File: src/rtl/efb_pkg.sv
// Shared types and constants for the escaped frame builder.
package efb_pkg;

  // Framing bytes
  localparam logic [7:0] SYNC_BYTE = 8'hFF;
  localparam logic [7:0] ESC_BYTE  = 8'hFD;

  // Register reset values
  localparam logic [7:0] CMD_RESET = 8'h81;
  localparam logic [7:0] LEN_RESET = 8'd48;

  // Register select (address bit 2)
  localparam logic REG_CMD = 1'b0;
  localparam logic REG_LEN = 1'b1;

  // Default depth of the job queue between front and back
  localparam int unsigned QUEUE_DEPTH_DEF = 2;

  // Logical byte positions the back end walks through
  typedef enum logic [2:0] {
    SLOT_SYNC,
    SLOT_CMD,
    SLOT_LEN,
    SLOT_DATA,
    SLOT_CSUM
  } slot_e;

  // One classified request: what the back end has to send for it
  typedef struct packed {
    logic       start;  // opens a frame: sync, command and length first
    logic [7:0] cmd;
    logic [7:0] len;
    logic [7:0] data;
    logic       close;  // closes the frame: checksum last
    logic [7:0] csum;
  } job_t;

  // Back end status seen by the top level
  typedef struct packed {
    logic esc_pending;  // second half of an escape pair is due
    logic busy;         // partway through the head job
  } back_status_t;

  // True for bytes that must be escaped on the line
  function automatic logic needs_escape(input logic [7:0] value);
    return (value == SYNC_BYTE) || (value == ESC_BYTE);
  endfunction

endpackage

File: src/rtl/escaped_frame_builder_with_checksum_unit.sv
// Top level of the escaped frame builder with sum checksum.
//
//  channel   direction  handshake            payload
//  --------  ---------  -------------------  ------------------------------------
//  payload   in         push_i / full_o      payload_byte_i
//  line      out        pop_i / empty_o      line_byte_o, run_last_o, frame_end_o
//  config    in         APB psel/penable     command_code @0x0, payload_length @0x4
//
// The front end takes one payload byte per cycle while the job queue has room.
// The back end sends one line byte per cycle while its output is empty or popped,
// each of sync, command, length, payload and checksum that the request carries,
// all but sync possibly escaped. A request's first line byte goes through the job
// queue and then the output register. Reset clears frame position, sum, queue and
// output; the registers return to command 0x81 and length 48. A stalled line
// output backs up into the queue and then raises full_o.
module escaped_frame_builder_with_checksum_unit
  import efb_pkg::*;
#(
  parameter int unsigned QUEUE_DEPTH = QUEUE_DEPTH_DEF
) (
  input  logic        clk_i,
  input  logic        rst_ni,
  // payload input
  input  logic        push_i,
  output logic        full_o,
  input  logic [7:0]  payload_byte_i,
  // line output
  output logic        empty_o,
  input  logic        pop_i,
  output logic [7:0]  line_byte_o,
  output logic        run_last_o,
  output logic        frame_end_o,
  // configuration
  input  logic        psel,
  input  logic        penable,
  input  logic        pwrite,
  input  logic [2:0]  paddr,
  input  logic [31:0] pwdata,
  output logic [31:0] prdata,
  output logic        pready
);

  logic [7:0]   command_code_q;
  logic [7:0]   payload_length_q;
  logic         cfg_write;
  logic         q_full;
  logic         q_empty;
  logic         accept;
  logic         job_done;
  job_t         new_job;
  job_t         head_job;
  back_status_t back_status;

  // Configuration registers
  assign pready    = 1'b1;
  assign cfg_write = psel && penable && pwrite && pready;

  always_ff @(posedge clk_i or negedge rst_ni) begin
    if (!rst_ni) begin
      command_code_q   <= CMD_RESET;
      payload_length_q <= LEN_RESET;
    end else if (cfg_write) begin
      if (paddr[2] == REG_CMD) begin
        command_code_q <= pwdata[7:0];
      end else begin
        payload_length_q <= pwdata[7:0];
      end
    end
  end

  always_comb begin
    case (paddr[2])
      REG_CMD: prdata = {24'd0, command_code_q};
      REG_LEN: prdata = {24'd0, payload_length_q};
      default: prdata = 32'd0;
    endcase
  end

  // Front, queue, back
  assign full_o = q_full;
  assign accept = push_i && !q_full;

  efb_front u_front (
    .clk_i            (clk_i),
    .rst_ni           (rst_ni),
    .accept_i         (accept),
    .payload_byte_i   (payload_byte_i),
    .command_code_i   (command_code_q),
    .payload_length_i (payload_length_q),
    .job_o            (new_job)
  );

  efb_queue #(
    .DEPTH (QUEUE_DEPTH)
  ) u_queue (
    .clk_i      (clk_i),
    .rst_ni     (rst_ni),
    .push_i     (accept),
    .push_job_i (new_job),
    .pop_i      (job_done),
    .head_o     (head_job),
    .full_o     (q_full),
    .empty_o    (q_empty)
  );

  efb_back u_back (
    .clk_i       (clk_i),
    .rst_ni      (rst_ni),
    .job_valid_i (!q_empty),
    .job_i       (head_job),
    .job_done_o  (job_done),
    .pop_i       (pop_i),
    .empty_o     (empty_o),
    .line_byte_o (line_byte_o),
    .run_last_o  (run_last_o),
    .frame_end_o (frame_end_o),
    .status_o    (back_status)
  );

  // Checksum byte always ends its request
  assert property (@(posedge clk_i) disable iff (!rst_ni)
    (!empty_o && frame_end_o) |-> run_last_o)
    else $error("frame_end without run_last");

  // An open escape pair has its escape byte in the output register
  assert property (@(posedge clk_i) disable iff (!rst_ni)
    back_status.esc_pending |-> (!empty_o && line_byte_o == ESC_BYTE))
    else $error("escape pending without escape byte on output");

  // A raw sync byte is never the last byte of a request
  assert property (@(posedge clk_i) disable iff (!rst_ni)
    (!empty_o && line_byte_o == SYNC_BYTE) |-> !run_last_o)
    else $error("unescaped 0xFF ends a request");

  // Mid-escape the back end is always partway through a job
  assert property (@(posedge clk_i) disable iff (!rst_ni)
    back_status.esc_pending |-> (back_status.busy && !q_empty))
    else $error("escape pending with no active job");

endmodule

File: src/rtl/efb_front.sv
// Front end: takes payload bytes, tracks frame position and checksum, builds jobs.
module efb_front
  import efb_pkg::*;
(
  input  logic       clk_i,
  input  logic       rst_ni,
  input  logic       accept_i,
  input  logic [7:0] payload_byte_i,
  input  logic [7:0] command_code_i,
  input  logic [7:0] payload_length_i,
  output job_t       job_o
);

  logic [7:0] bytes_done_q, bytes_done_d;
  logic [7:0] running_sum_q, running_sum_d;
  logic [7:0] sum_base;
  logic [7:0] sum_next;
  logic [7:0] done_next;
  logic       start;
  logic       close;

  // Classify the incoming byte
  always_comb begin
    start     = (bytes_done_q == 8'd0);
    sum_base  = start ? 8'(SYNC_BYTE + command_code_i + payload_length_i) : running_sum_q;
    sum_next  = sum_base + payload_byte_i;
    done_next = bytes_done_q + 8'd1;
    close     = (done_next == payload_length_i);

    job_o.start = start;
    job_o.cmd   = command_code_i;
    job_o.len   = payload_length_i;
    job_o.data  = payload_byte_i;
    job_o.close = close;
    job_o.csum  = 8'd0 - sum_next;

    bytes_done_d  = bytes_done_q;
    running_sum_d = running_sum_q;
    if (accept_i) begin
      bytes_done_d  = close ? 8'd0 : done_next;
      running_sum_d = close ? 8'd0 : sum_next;
    end
  end

  // Frame position and running sum
  always_ff @(posedge clk_i or negedge rst_ni) begin
    if (!rst_ni) begin
      bytes_done_q  <= 8'd0;
      running_sum_q <= 8'd0;
    end else begin
      bytes_done_q  <= bytes_done_d;
      running_sum_q <= running_sum_d;
    end
  end

endmodule

File: src/rtl/efb_queue.sv
// Small job queue between the front and back ends.
module efb_queue
  import efb_pkg::*;
#(
  parameter int unsigned DEPTH = QUEUE_DEPTH_DEF
) (
  input  logic clk_i,
  input  logic rst_ni,
  input  logic push_i,
  input  job_t push_job_i,
  input  logic pop_i,
  output job_t head_o,
  output logic full_o,
  output logic empty_o
);

  localparam int unsigned AW = (DEPTH > 1) ? $clog2(DEPTH) : 1;
  localparam int unsigned CW = $clog2(DEPTH + 1);

  job_t          entry_q [DEPTH];
  logic [AW-1:0] wr_ptr_q, wr_ptr_d;
  logic [AW-1:0] rd_ptr_q, rd_ptr_d;
  logic [CW-1:0] count_q, count_d;
  logic          do_push;
  logic          do_pop;

  assign full_o  = (count_q == CW'(DEPTH));
  assign empty_o = (count_q == '0);
  assign head_o  = entry_q[rd_ptr_q];
  assign do_push = push_i && !full_o;
  assign do_pop  = pop_i && !empty_o;

  // Pointer and count update
  always_comb begin
    wr_ptr_d = wr_ptr_q;
    rd_ptr_d = rd_ptr_q;
    count_d  = count_q;
    if (do_push) begin
      wr_ptr_d = (wr_ptr_q == AW'(DEPTH - 1)) ? '0 : wr_ptr_q + AW'(1);
    end
    if (do_pop) begin
      rd_ptr_d = (rd_ptr_q == AW'(DEPTH - 1)) ? '0 : rd_ptr_q + AW'(1);
    end
    case ({do_push, do_pop})
      2'b10:   count_d = count_q + CW'(1);
      2'b01:   count_d = count_q - CW'(1);
      default: count_d = count_q;
    endcase
  end

  always_ff @(posedge clk_i or negedge rst_ni) begin
    if (!rst_ni) begin
      wr_ptr_q <= '0;
      rd_ptr_q <= '0;
      count_q  <= '0;
    end else begin
      wr_ptr_q <= wr_ptr_d;
      rd_ptr_q <= rd_ptr_d;
      count_q  <= count_d;
    end
  end

  // Storage
  always_ff @(posedge clk_i) begin
    if (do_push) begin
      entry_q[wr_ptr_q] <= push_job_i;
    end
  end

endmodule

File: src/rtl/efb_back.sv
// Back end: walks each job byte by byte, escapes, and feeds the output register.
module efb_back
  import efb_pkg::*;
(
  input  logic         clk_i,
  input  logic         rst_ni,
  input  logic         job_valid_i,
  input  job_t         job_i,
  output logic         job_done_o,
  input  logic         pop_i,
  output logic         empty_o,
  output logic [7:0]   line_byte_o,
  output logic         run_last_o,
  output logic         frame_end_o,
  output back_status_t status_o
);

  slot_e      slot_q, slot_d;
  logic       busy_q, busy_d;
  logic       esc_q, esc_d;
  logic       out_valid_q, out_valid_d;
  logic [7:0] out_byte_q;
  logic       out_last_q;
  logic       out_end_q;

  slot_e      slot_cur;
  slot_e      slot_nxt;
  logic [7:0] value;
  logic [7:0] emit_byte;
  logic       slot_done;
  logic       job_done;
  logic       fire;

  assign fire = job_valid_i && (!out_valid_q || pop_i);

  // Sequencer: pick the byte, handle escapes, step through the slots
  always_comb begin
    slot_cur = busy_q ? slot_q : (job_i.start ? SLOT_SYNC : SLOT_DATA);

    case (slot_cur)
      SLOT_SYNC: value = SYNC_BYTE;
      SLOT_CMD:  value = job_i.cmd;
      SLOT_LEN:  value = job_i.len;
      SLOT_DATA: value = job_i.data;
      SLOT_CSUM: value = job_i.csum;
      default:   value = job_i.data;
    endcase

    slot_done = 1'b1;
    esc_d     = esc_q;
    if (esc_q) begin
      emit_byte = value - 8'd1;
    end else if (slot_cur != SLOT_SYNC && needs_escape(value)) begin
      emit_byte = ESC_BYTE;
      slot_done = 1'b0;
    end else begin
      emit_byte = value;
    end

    case (slot_cur)
      SLOT_SYNC: slot_nxt = SLOT_CMD;
      SLOT_CMD:  slot_nxt = SLOT_LEN;
      SLOT_LEN:  slot_nxt = SLOT_DATA;
      SLOT_DATA: slot_nxt = SLOT_CSUM;
      default:   slot_nxt = SLOT_CSUM;
    endcase

    job_done = slot_done &&
               ((slot_cur == SLOT_CSUM) || (slot_cur == SLOT_DATA && !job_i.close));

    slot_d = slot_q;
    busy_d = busy_q;
    if (fire) begin
      esc_d = !slot_done;
      if (!slot_done) begin
        slot_d = slot_cur;
        busy_d = 1'b1;
      end else if (job_done) begin
        busy_d = 1'b0;
      end else begin
        slot_d = slot_nxt;
        busy_d = 1'b1;
      end
    end

    out_valid_d = out_valid_q;
    if (fire) begin
      out_valid_d = 1'b1;
    end else if (pop_i) begin
      out_valid_d = 1'b0;
    end
  end

  always_ff @(posedge clk_i or negedge rst_ni) begin
    if (!rst_ni) begin
      slot_q      <= SLOT_SYNC;
      busy_q      <= 1'b0;
      esc_q       <= 1'b0;
      out_valid_q <= 1'b0;
    end else begin
      slot_q      <= slot_d;
      busy_q      <= busy_d;
      esc_q       <= esc_d;
      out_valid_q <= out_valid_d;
    end
  end

  // Output register payload
  always_ff @(posedge clk_i) begin
    if (fire) begin
      out_byte_q <= emit_byte;
      out_last_q <= job_done;
      out_end_q  <= job_done && (slot_cur == SLOT_CSUM);
    end
  end

  assign job_done_o           = fire && job_done;
  assign empty_o              = !out_valid_q;
  assign line_byte_o          = out_byte_q;
  assign run_last_o           = out_last_q;
  assign frame_end_o          = out_end_q;
  assign status_o.esc_pending = esc_q;
  assign status_o.busy        = busy_q;

endmodule
File: config.mk
export PLATFORM = sky130hd
export DESIGN_NAME = escaped_frame_builder_with_checksum_unit
export DESIGN_NICKNAME = d
export VERILOG_FILES = /design/src/rtl/efb_pkg.sv /design/src/rtl/escaped_frame_builder_with_checksum_unit.sv /design/src/rtl/efb_front.sv /design/src/rtl/efb_queue.sv /design/src/rtl/efb_back.sv
export SDC_FILE = /design/constraint.sdc
export NUM_CORES = 1
export LEC_CHECK = 0
export BUFFER_PORTS_ARGS = -buffer_cell sky130_fd_sc_hd__buf_2
export CORE_MARGIN = 2
export CORE_UTILIZATION = 30
export CTS_CLUSTER_DIAMETER = 200
export CTS_CLUSTER_SIZE = 14
export DETAILED_ROUTE_END_ITERATION = 6
export GPL_TIMING_DRIVEN = 0
export SYNTH_ARGS = -nofsm -noshare
export SYNTH_HDL_FRONTEND = slang
export SYNTH_SLANG_ARGS = --single-unit
File: constraint.sdc
create_clock -name clk_i -period 4.6 [get_ports clk_i]
set_input_delay 0 -clock clk_i [delete_from_list [all_inputs] [get_ports clk_i]]
set_output_delay 0 -clock clk_i [all_outputs]
set_load 0.1 [all_outputs]
==> results of run 1 <==
## layout make-up
cell class,instances,area share
inverter,47,0.0216
multi-input combinational,385,0.342
buffer,50,0.0459
tap,280,0.0429
sequential,120,0.416
clock inverter,14,0.0269
timing repair buffer,62,0.0527
clock buffer,18,0.0525
## worst paths after layout
kind	start	endpoint	depth (start not counted)
setup / recovery	payload_length_q[2]$_DFFE_PN0P_	u_queue.entry_q[0][7]$_DFFE_PP_	15
hold / removal	push_i	u_queue.wr_ptr_q$_DFFE_PN0P_	4
setup reg to reg	payload_length_q[2]$_DFFE_PN0P_	u_queue.entry_q[0][7]$_DFFE_PP_	15
hold reg to reg	u_front.running_sum_q[5]$_DFFE_PN0P_	u_front.running_sum_q[5]$_DFFE_PN0P_	2
max in group asynchronous	rst_ni	payload_length_q[0]$_DFFE_PN0P_	2
min in group asynchronous	rst_ni	u_back.out_valid_q$_DFFE_PN0P_	2
## what timing repair did
item                                   in CTS  in global routing
gates resized for setup                     0                  0
endpoints found under the hold margin      71                  0
setup buffers                               0                  0
hold buffers                               18                  0
## state kept, by name (all words and copies together) (netlist names), 2 cells and up
register and count:
u_front.bytes_done_q 8, u_front.running_sum_q 8, u_queue.count_q 2, u_back.line_byte_o 8, payload_length_q 8, u_queue.entry_q 68
command_code_q 8, u_back.slot_q 3
## placed cells by master (no fill, tap or decap), types with 5 or more instances in the layout
cell type	Yosys	layout
buf_4	28	28
buf_6	9	9
conb_1	2	25
nor2b_1	7	7
xnor2_1	20	20
o31ai_1	6	6
dlygate4sd3_1	0	18
clkbuf_16	0	17
nor2_1	25	23
a21o_1	7	7
o21ai_0	30	30
nand2_1	46	46
edfxtp_1	78	78
a21oi_1	17	17
dfrtp_1	38	38
inv_1	45	45
nor3_1	11	11
ha_1	26	26
xor2_1	20	20
mux2i_1	25	25
clkbuf_1	9	10
buf_2	3	45
mux2_2	24	24
bufinv_16	0	5
a22o_1	7	7
nand3_1	12	12
o22ai_1	6	6
## metal layers
layer | track usage | up-vias
met4 | 0.0437 | 0
met2 | 0.214 | 90
met5 | 0 | -
met1 | 0.171 | 2178
li1 | - | 2219
met3 | 0.0307 | 16
## power breakdown
group,internal (mW),switching [mW],total (mW)
clock network,0.966,0.498,1.46
registers,1.68,0.189,1.86
logic,1.09,2.08,3.17
## synthesized netlist by cell type (3+ instances only)
master and count:
edfxtp_1 78, nand2_1 46, inv_1 45, dfrtp_1 38, o21ai_0 30, buf_4 28, ha_1 26, mux2i_1 25
nor2_1 25, mux2_2 24, xnor2_1 20, xor2_1 20, a21oi_1 17, nand3_1 12, nor3_1 11, buf_6 9
clkbuf_1 9, a21o_1 7, a22o_1 7, nor2b_1 7, o22ai_1 6, o31ai_1 6, a21boi_0 4, dfstp_2 4
nand2b_1 4, o21ai_1 4, or3_1 4, and2_1 3, buf_2 3, nand4_1 3, nand4bb_1 3, nor3b_1 3
## stage by stage
stage          cell area, um^2  instances  utilization
2_1_floorplan             6730        602            -
3_3_place_gp              7290        924        0.335
4_1_cts                   8170        976        0.376
5_1_grt                   8170        976        0.376
6_report                  8170        976        0.376
3_5_place_dp              7340        926        0.338
## critical path: stages, from the launching register on
cell and delay (ps):
dfrtp_1 470, inv_1 130, ha_1 290, inv_1 70, ha_1 290, a21o_1 160
a21o_1 190, a21o_1 180, a21oi_1 160, xor2_1 230, o21ai_0 140, ha_1 240
o41ai_1 420, xor2_1 300, xnor2_1 210, xor2_1 240
## cell families (layout without fill, tap and decap cells)
| family | Yosys count | in the layout | synth area share |
|---|---|---|---|
| buffers and inverters | 97 | 191 | 0.0831 |
| and+or+nand+nor | 134 | 134 | 0.102 |
| AOI/OAI and AO/OA | 108 | 108 | 0.113 |
| adders and majority gates | 28 | 28 | 0.0550 |
| muxes | 50 | 50 | 0.0806 |
| other | 2 | 25 | 0.00113 |
| DFF | 120 | 120 | 0.512 |
| xor gates and xnor gates | 40 | 40 | 0.0527 |
==> impl_metrics.prom, run 1 <==
# TYPE chip_impl_metric gauge
chip_impl_metric{name="synth.top_cell.area_share",unit=""} 0.353
chip_impl_metric{name="worst_clock_skew",unit="ps"} 6.60
chip_impl_metric{name="chipWidth",unit="um"} 153
chip_impl_metric{name="storage_cell_area",unit="um^2"} 3400
chip_impl_metric{name="met3_wire_len",unit="um"} 655
chip_impl_metric{name="drt_wl_total",unit="mm"} 14.8
chip_impl_metric{name="drt-pass1-iter-count",unit=""} 4
chip_impl_metric{name="max_cap_violations",unit=""} 0
chip_impl_metric{name="peakVddDrop",unit="mV"} 0.359
chip_impl_metric{name="slew_headroom",unit=""} 0.303
chip_impl_info{name="timing.critical_path.from_type",value="flop"} 1
chip_impl_metric{name="antenna_left",unit=""} 0
chip_impl_metric{name="period_minus_slack",unit="ps"} 3920
chip_impl_info{name="rsz0062_at_grt",value="false"} 1
chip_impl_metric{name="numCtsBuffers",unit=""} 17
chip_impl_metric{name="remaining_drc_errors",unit=""} 0
chip_impl_info{name="worstSetupPathType",value="flop to flop"} 1
chip_impl_metric{name="post_synthesis_instance_area",unit="um^2"} 6640
chip_impl_info{name="crit_path_end_kind",value="flop"} 1
chip_impl_metric{name="design.core.area",unit="um^2"} 21800
chip_impl_metric{name="grt_max_degree",unit=""} 43
chip_impl_metric{name="cts_sinks",unit=""} 120
chip_impl_metric{name="place.port_buffers",unit=""} 42
chip_impl_metric{name="cts_max_level",unit=""} 4
chip_impl_metric{name="report.final.setup_viol",unit=""} 0
chip_impl_metric{name="initial_utilization",unit=""} 0.305
chip_impl_metric{name="std_cell_rows",unit=""} 54
chip_impl_metric{name="crit_required",unit="ps"} 4840
chip_impl_metric{name="vias",unit=""} 4503
chip_impl_metric{name="finalWeightedCongestion",unit=""} 0.808
chip_impl_metric{name="timing_hold_violations_final",unit=""} 0
chip_impl_metric{name="mean_routed_wirelength_per_cell",unit="um"} 15.1
chip_impl_metric{name="ys_seq_area_frac",unit=""} 0.512
chip_impl_metric{name="final_net_count",unit=""} 761
chip_impl_info{name="cts_tree",value="built"} 1
chip_impl_metric{name="fin_hold_ws",unit="ps"} 259
chip_impl_info{name="clock-root-buffer",value="clkbuf_16"} 1
chip_impl_metric{name="first_global_vias",unit=""} 4416
chip_impl_metric{name="multi_input_area",unit="um^2"} 2790
chip_impl_metric{name="synth_area_per_cell",unit="um^2"} 11.5
chip_impl_info{name="run_status",value="complete, no violations"} 1
chip_impl_metric{name="fraction_of_final_layout_cells_sized_beyond_drive_strength_1",unit=""} 0.234
chip_impl_metric{name="period_share",unit=""} 0.852
chip_impl_info{name="max_used_layer",value="met4"} 1
chip_impl_metric{name="die-area",unit="um^2"} 23300
chip_impl_metric{name="boundaryPins",unit=""} 95
chip_impl_metric{name="report.final.slew_viol_count",unit=""} 0
chip_impl_info{name="synthDominantAreaCellType",value="edfxtp_1"} 1
chip_impl_metric{name="die_height",unit="um"} 153
chip_impl_metric{name="clock_latency",unit="ps"} 410
chip_impl_info{name="holdCritPathClass",value="primary input to flop"} 1
chip_impl_metric{name="antenna_found_initial",unit=""} 0
chip_impl_metric{name="pre_cts_ws",unit="ps"} 658
chip_impl_metric{name="p_total",unit="mW"} 6.50
chip_impl_metric{name="leakagePower",unit="nW"} 3.48
chip_impl_metric{name="avgViaCountPerCell",unit=""} 4.61
chip_impl_metric{name="worstMarginPinSlew",unit="ps"} 1050
chip_impl_metric{name="clk_path_buf_depth",unit=""} 2
chip_impl_metric{name="wl_met2",unit="mm"} 7.04
chip_impl_metric{name="synthCells",unit=""} 579
chip_impl_metric{name="synth_enable_flop_cells",unit=""} 78
chip_impl_info{name="postSynth.topFlopCell",value="edfxtp_1"} 1
chip_impl_metric{name="netlist-cell-type-count",unit=""} 68
chip_impl_metric{name="synth_async_sr_flop_share",unit=""} 0.350
chip_impl_metric{name="grt.total_usage",unit=""} 0.131
chip_impl_metric{name="yosysWarnings",unit=""} 0
chip_impl_metric{name="tns",unit="ps"} 0
chip_impl_metric{name="area_growth_syn_to_layout",unit="%"} 23.1
chip_impl_metric{name="critPathMaxFanout",unit=""} 6
chip_impl_info{name="synth.area.top_cells",value="edfxtp_1, dfrtp_1, ha_1"} 1
chip_impl_metric{name="n_fill_cell",unit=""} 2158
chip_impl_metric{name="register_to_register_setup_slack",unit="ps"} 680
chip_impl_metric{name="arrival",unit="ps"} 4160
chip_impl_metric{name="clk_pin_slew",unit="ps"} 60
chip_impl_metric{name="dp_wirelength",unit="mm"} 10.8
chip_impl_metric{name="m1WireLength",unit="mm"} 6.84
chip_impl_metric{name="finalWorstSetupSlack",unit="ps"} 682
chip_impl_metric{name="clock.fmax",unit="MHz"} 255
chip_impl_metric{name="grt_first_pass_wirelength",unit="mm"} 23.7
chip_impl_metric{name="grt_remaining_overflow",unit=""} 0
chip_impl_metric{name="power.density_cell_area",unit="nW/um^2"} 795
chip_impl_metric{name="synth-seq-cells",unit=""} 120
chip_impl_metric{name="drt_iter0_drc",unit=""} 247
chip_impl_metric{name="n_antenna_cell",unit=""} 0
Note: power is estimated with default switching activity, not from simulation.
==> run 2: changes to the inputs <==
--- a/config.mk
+++ b/config.mk
@@ -14,4 +14,5 @@
 export GPL_TIMING_DRIVEN = 0
 export SYNTH_ARGS = -nofsm -noshare
 export SYNTH_HDL_FRONTEND = slang
+export SYNTH_HIERARCHICAL = 1
 export SYNTH_SLANG_ARGS = --single-unit
==> impl_metrics.prom, run 2 <==
# TYPE chip_impl_metric gauge
chip_impl_metric{name="period_minus_slack",unit="ps"} 4040
chip_impl_info{name="clock-root-buffer",value="clkbuf_16"} 1
chip_impl_metric{name="crit_required",unit="ps"} 4750
chip_impl_metric{name="drt-pass1-iter-count",unit=""} 4
chip_impl_metric{name="mean_routed_wirelength_per_cell",unit="um"} 14.5
chip_impl_metric{name="leakagePower",unit="nW"} 3.78
chip_impl_metric{name="period_share",unit=""} 0.879
chip_impl_metric{name="timing_hold_violations_final",unit=""} 0
chip_impl_metric{name="synth_area_per_cell",unit="um^2"} 12.1
chip_impl_metric{name="chipWidth",unit="um"} 161
chip_impl_metric{name="critPathMaxFanout",unit=""} 10
chip_impl_metric{name="pwr-share-seq",unit=""} 0.279
chip_impl_metric{name="area_growth_syn_to_layout",unit="%"} 19.6
chip_impl_metric{name="drt_iter0_drc",unit=""} 303
chip_impl_info{name="final_cell_mix",value="edfxtp_1, buf_4, inv_1"} 1
chip_impl_metric{name="worstMarginPinSlew",unit="ps"} 1070
chip_impl_metric{name="std_cell_rows",unit=""} 57
chip_impl_metric{name="max_cap_violations",unit=""} 0
chip_impl_info{name="timing.critical_path.from_type",value="flop"} 1
chip_impl_metric{name="slew_headroom",unit=""} 0.290
chip_impl_metric{name="antenna_left",unit=""} 0
chip_impl_metric{name="yosysWarnings",unit=""} 6
chip_impl_metric{name="synthCells",unit=""} 613
chip_impl_metric{name="final_net_count",unit=""} 794
chip_impl_metric{name="antenna_found_initial",unit=""} 0
chip_impl_metric{name="vias",unit=""} 4738
chip_impl_metric{name="clock_latency",unit="ps"} 410
chip_impl_metric{name="finalWeightedCongestion",unit=""} 0.886
chip_impl_info{name="largest_register",value="u_queue/entry_q"} 1
chip_impl_metric{name="clk_path_buf_depth",unit=""} 2
chip_impl_metric{name="power_switching",unit="mW"} 2.88
chip_impl_metric{name="dp_wirelength",unit="mm"} 11.5
chip_impl_metric{name="drt_wl_total",unit="mm"} 15.3
chip_impl_metric{name="remaining_drc_errors",unit=""} 0
chip_impl_info{name="holdCritPathClass",value="primary input to flop"} 1
chip_impl_metric{name="fraction_of_final_layout_cells_sized_beyond_drive_strength_1",unit=""} 0.333
chip_impl_metric{name="grt_max_degree",unit=""} 43
chip_impl_info{name="cts_tree",value="built"} 1
chip_impl_metric{name="avgViaCountPerCell",unit=""} 4.50
chip_impl_info{name="mostFrequentLayoutCell",value="edfxtp_1"} 1
chip_impl_metric{name="initial_utilization",unit=""} 0.305
chip_impl_info{name="rsz0062_at_grt",value="false"} 1
chip_impl_metric{name="worst_clock_skew",unit="ps"} 7.73
chip_impl_metric{name="power.density_cell_area",unit="nW/um^2"} 749
chip_impl_metric{name="report.final.slew_viol_count",unit=""} 0
chip_impl_info{name="run_status",value="complete, no violations"} 1
chip_impl_metric{name="power_switching_share",unit=""} 0.435
chip_impl_info{name="crit_path_end_kind",value="flop"} 1
chip_impl_metric{name="cts_max_level",unit=""} 4
chip_impl_metric{name="clk_pin_slew",unit="ps"} 50
chip_impl_metric{name="place.detailed.instances",unit=""} 1003
chip_impl_metric{name="design.core.area",unit="um^2"} 24200
chip_impl_metric{name="n_antenna_cell",unit=""} 0
chip_impl_metric{name="report.final.setup_viol",unit=""} 0
chip_impl_metric{name="largest_reg_flops",unit=""} 68
chip_impl_metric{name="post_synthesis_instance_area",unit="um^2"} 7390
chip_impl_metric{name="die-area",unit="um^2"} 25900
chip_impl_info{name="worstSetupPathType",value="flop to flop"} 1
chip_impl_metric{name="tns",unit="ps"} 0
chip_impl_metric{name="grt_first_pass_wirelength",unit="mm"} 24.4
chip_impl_metric{name="power_frac_comb",unit=""} 0.538
chip_impl_metric{name="cts_sinks",unit=""} 120
chip_impl_metric{name="first_global_vias",unit=""} 4601
chip_impl_metric{name="numCtsBuffers",unit=""} 17
chip_impl_metric{name="place.port_buffers",unit=""} 42
chip_impl_metric{name="clock.fmax",unit="MHz"} 247
chip_impl_metric{name="clockPowerShare",unit=""} 0.183
chip_impl_metric{name="internal-power",unit="mW"} 3.74
chip_impl_metric{name="resized_after_cts",unit=""} 0
chip_impl_metric{name="fin_cells",unit=""} 1053
chip_impl_metric{name="arrival",unit="ps"} 4190
chip_impl_metric{name="grt_remaining_overflow",unit=""} 0
chip_impl_metric{name="boundaryPins",unit=""} 95
chip_impl_metric{name="die_height",unit="um"} 161
chip_impl_metric{name="grt.total_usage",unit=""} 0.122
chip_impl_metric{name="peakVddDrop",unit="mV"} 0.502
## run 2: power groups by stage
stage | logic (mW) | registers, mW | clock network, mW
floorplan | 2.60 | 2.15 | 0
global placement | 3.52 | 1.86 | 0
detailed placement | 3.57 | 1.87 | 0
CTS | 3.59 | 1.85 | 1.24
global route | 3.88 | 1.88 | 1.29
finish | 3.56 | 1.84 | 1.21
## run 2: final timing paths
| path | from | endpoint | slack (ps) | cells after the start |
|---|---|---|---|---|
| worst max-delay path | u_front/bytes_done_q[0]$_DFFE_PN0P_ | u_queue/entry_q[0][7]$_DFFE_PP_ | 560 | 15 |
| worst min-delay path | paddr[2] | payload_length_q[1]$_DFFE_PN0P_ | 70 | 3 |
| worst max register to register | u_front/bytes_done_q[0]$_DFFE_PN0P_ | u_queue/entry_q[0][7]$_DFFE_PP_ | 560 | 15 |
| worst min register to register | u_front/running_sum_q[4]$_DFFE_PN0P_ | u_front/running_sum_q[4]$_DFFE_PN0P_ | 490 | 1 |
| max in group asynchronous | rst_ni | u_queue/count_q[1]$_DFFE_PN0P_ | 3610 | 2 |
| min in group asynchronous | rst_ni | command_code_q[2]$_DFFE_PN0P_ | 320 | 2 |
## run 2: final cells by class
type / instances / area [um^2]
fillers: 2436 / 15400
flip-flops and latches: 120 / 3400
multi-input cells: 395 / 3340
plain buffers: 72 / 566
clock buffers: 18 / 429
repair buffers: 61 / 410
well taps: 324 / 405
inverters: 49 / 184
clock inverters: 14 / 110
## run 2: metrics by stage
step / utilization / power [mW] / area (um^2) / setup slack (ps) / hold slack, ps
after floorplan: - / 4.75 / 7470 / 1070 / -296
after global placement: 0.334 / 5.38 / 8090 / 400 / 251
after detailed placement: 0.335 / 5.44 / 8120 / 564 / 253
after CTS: 0.364 / 6.68 / 8840 / 546 / 63.6
after global routing: 0.364 / 7.05 / 8840 / 318 / 69.6
final: 0.364 / 6.62 / 8840 / 558 / 71.5
## run 2: critical path, stage by stage (launching register included)
cell	delay, ps
dfrtp_1	450
inv_1	120
ha_1	140
nor3b_1	270
nand2_1	230
clkbuf_1	280
nand2_1	110
o21ai_0	100
ha_1	230
fa_1	400
a21o_1	170
a21o_1	210
a21o_1	190
a311oi_2	490
nand3_1	180
xor2_1	200
## run 2: what timing repair did
action,CTS,global route
hold buffers,18,0
buffers inserted,0,0
endpoints found under the hold margin,71,0
## run 2: routing by layer
metal / global-route usage / wire length, um
met1: 0.156 / 7130
met2: 0.203 / 7370
met3: 0.0333 / 545
met4: 0.0349 / 206
met5: 0 / 0
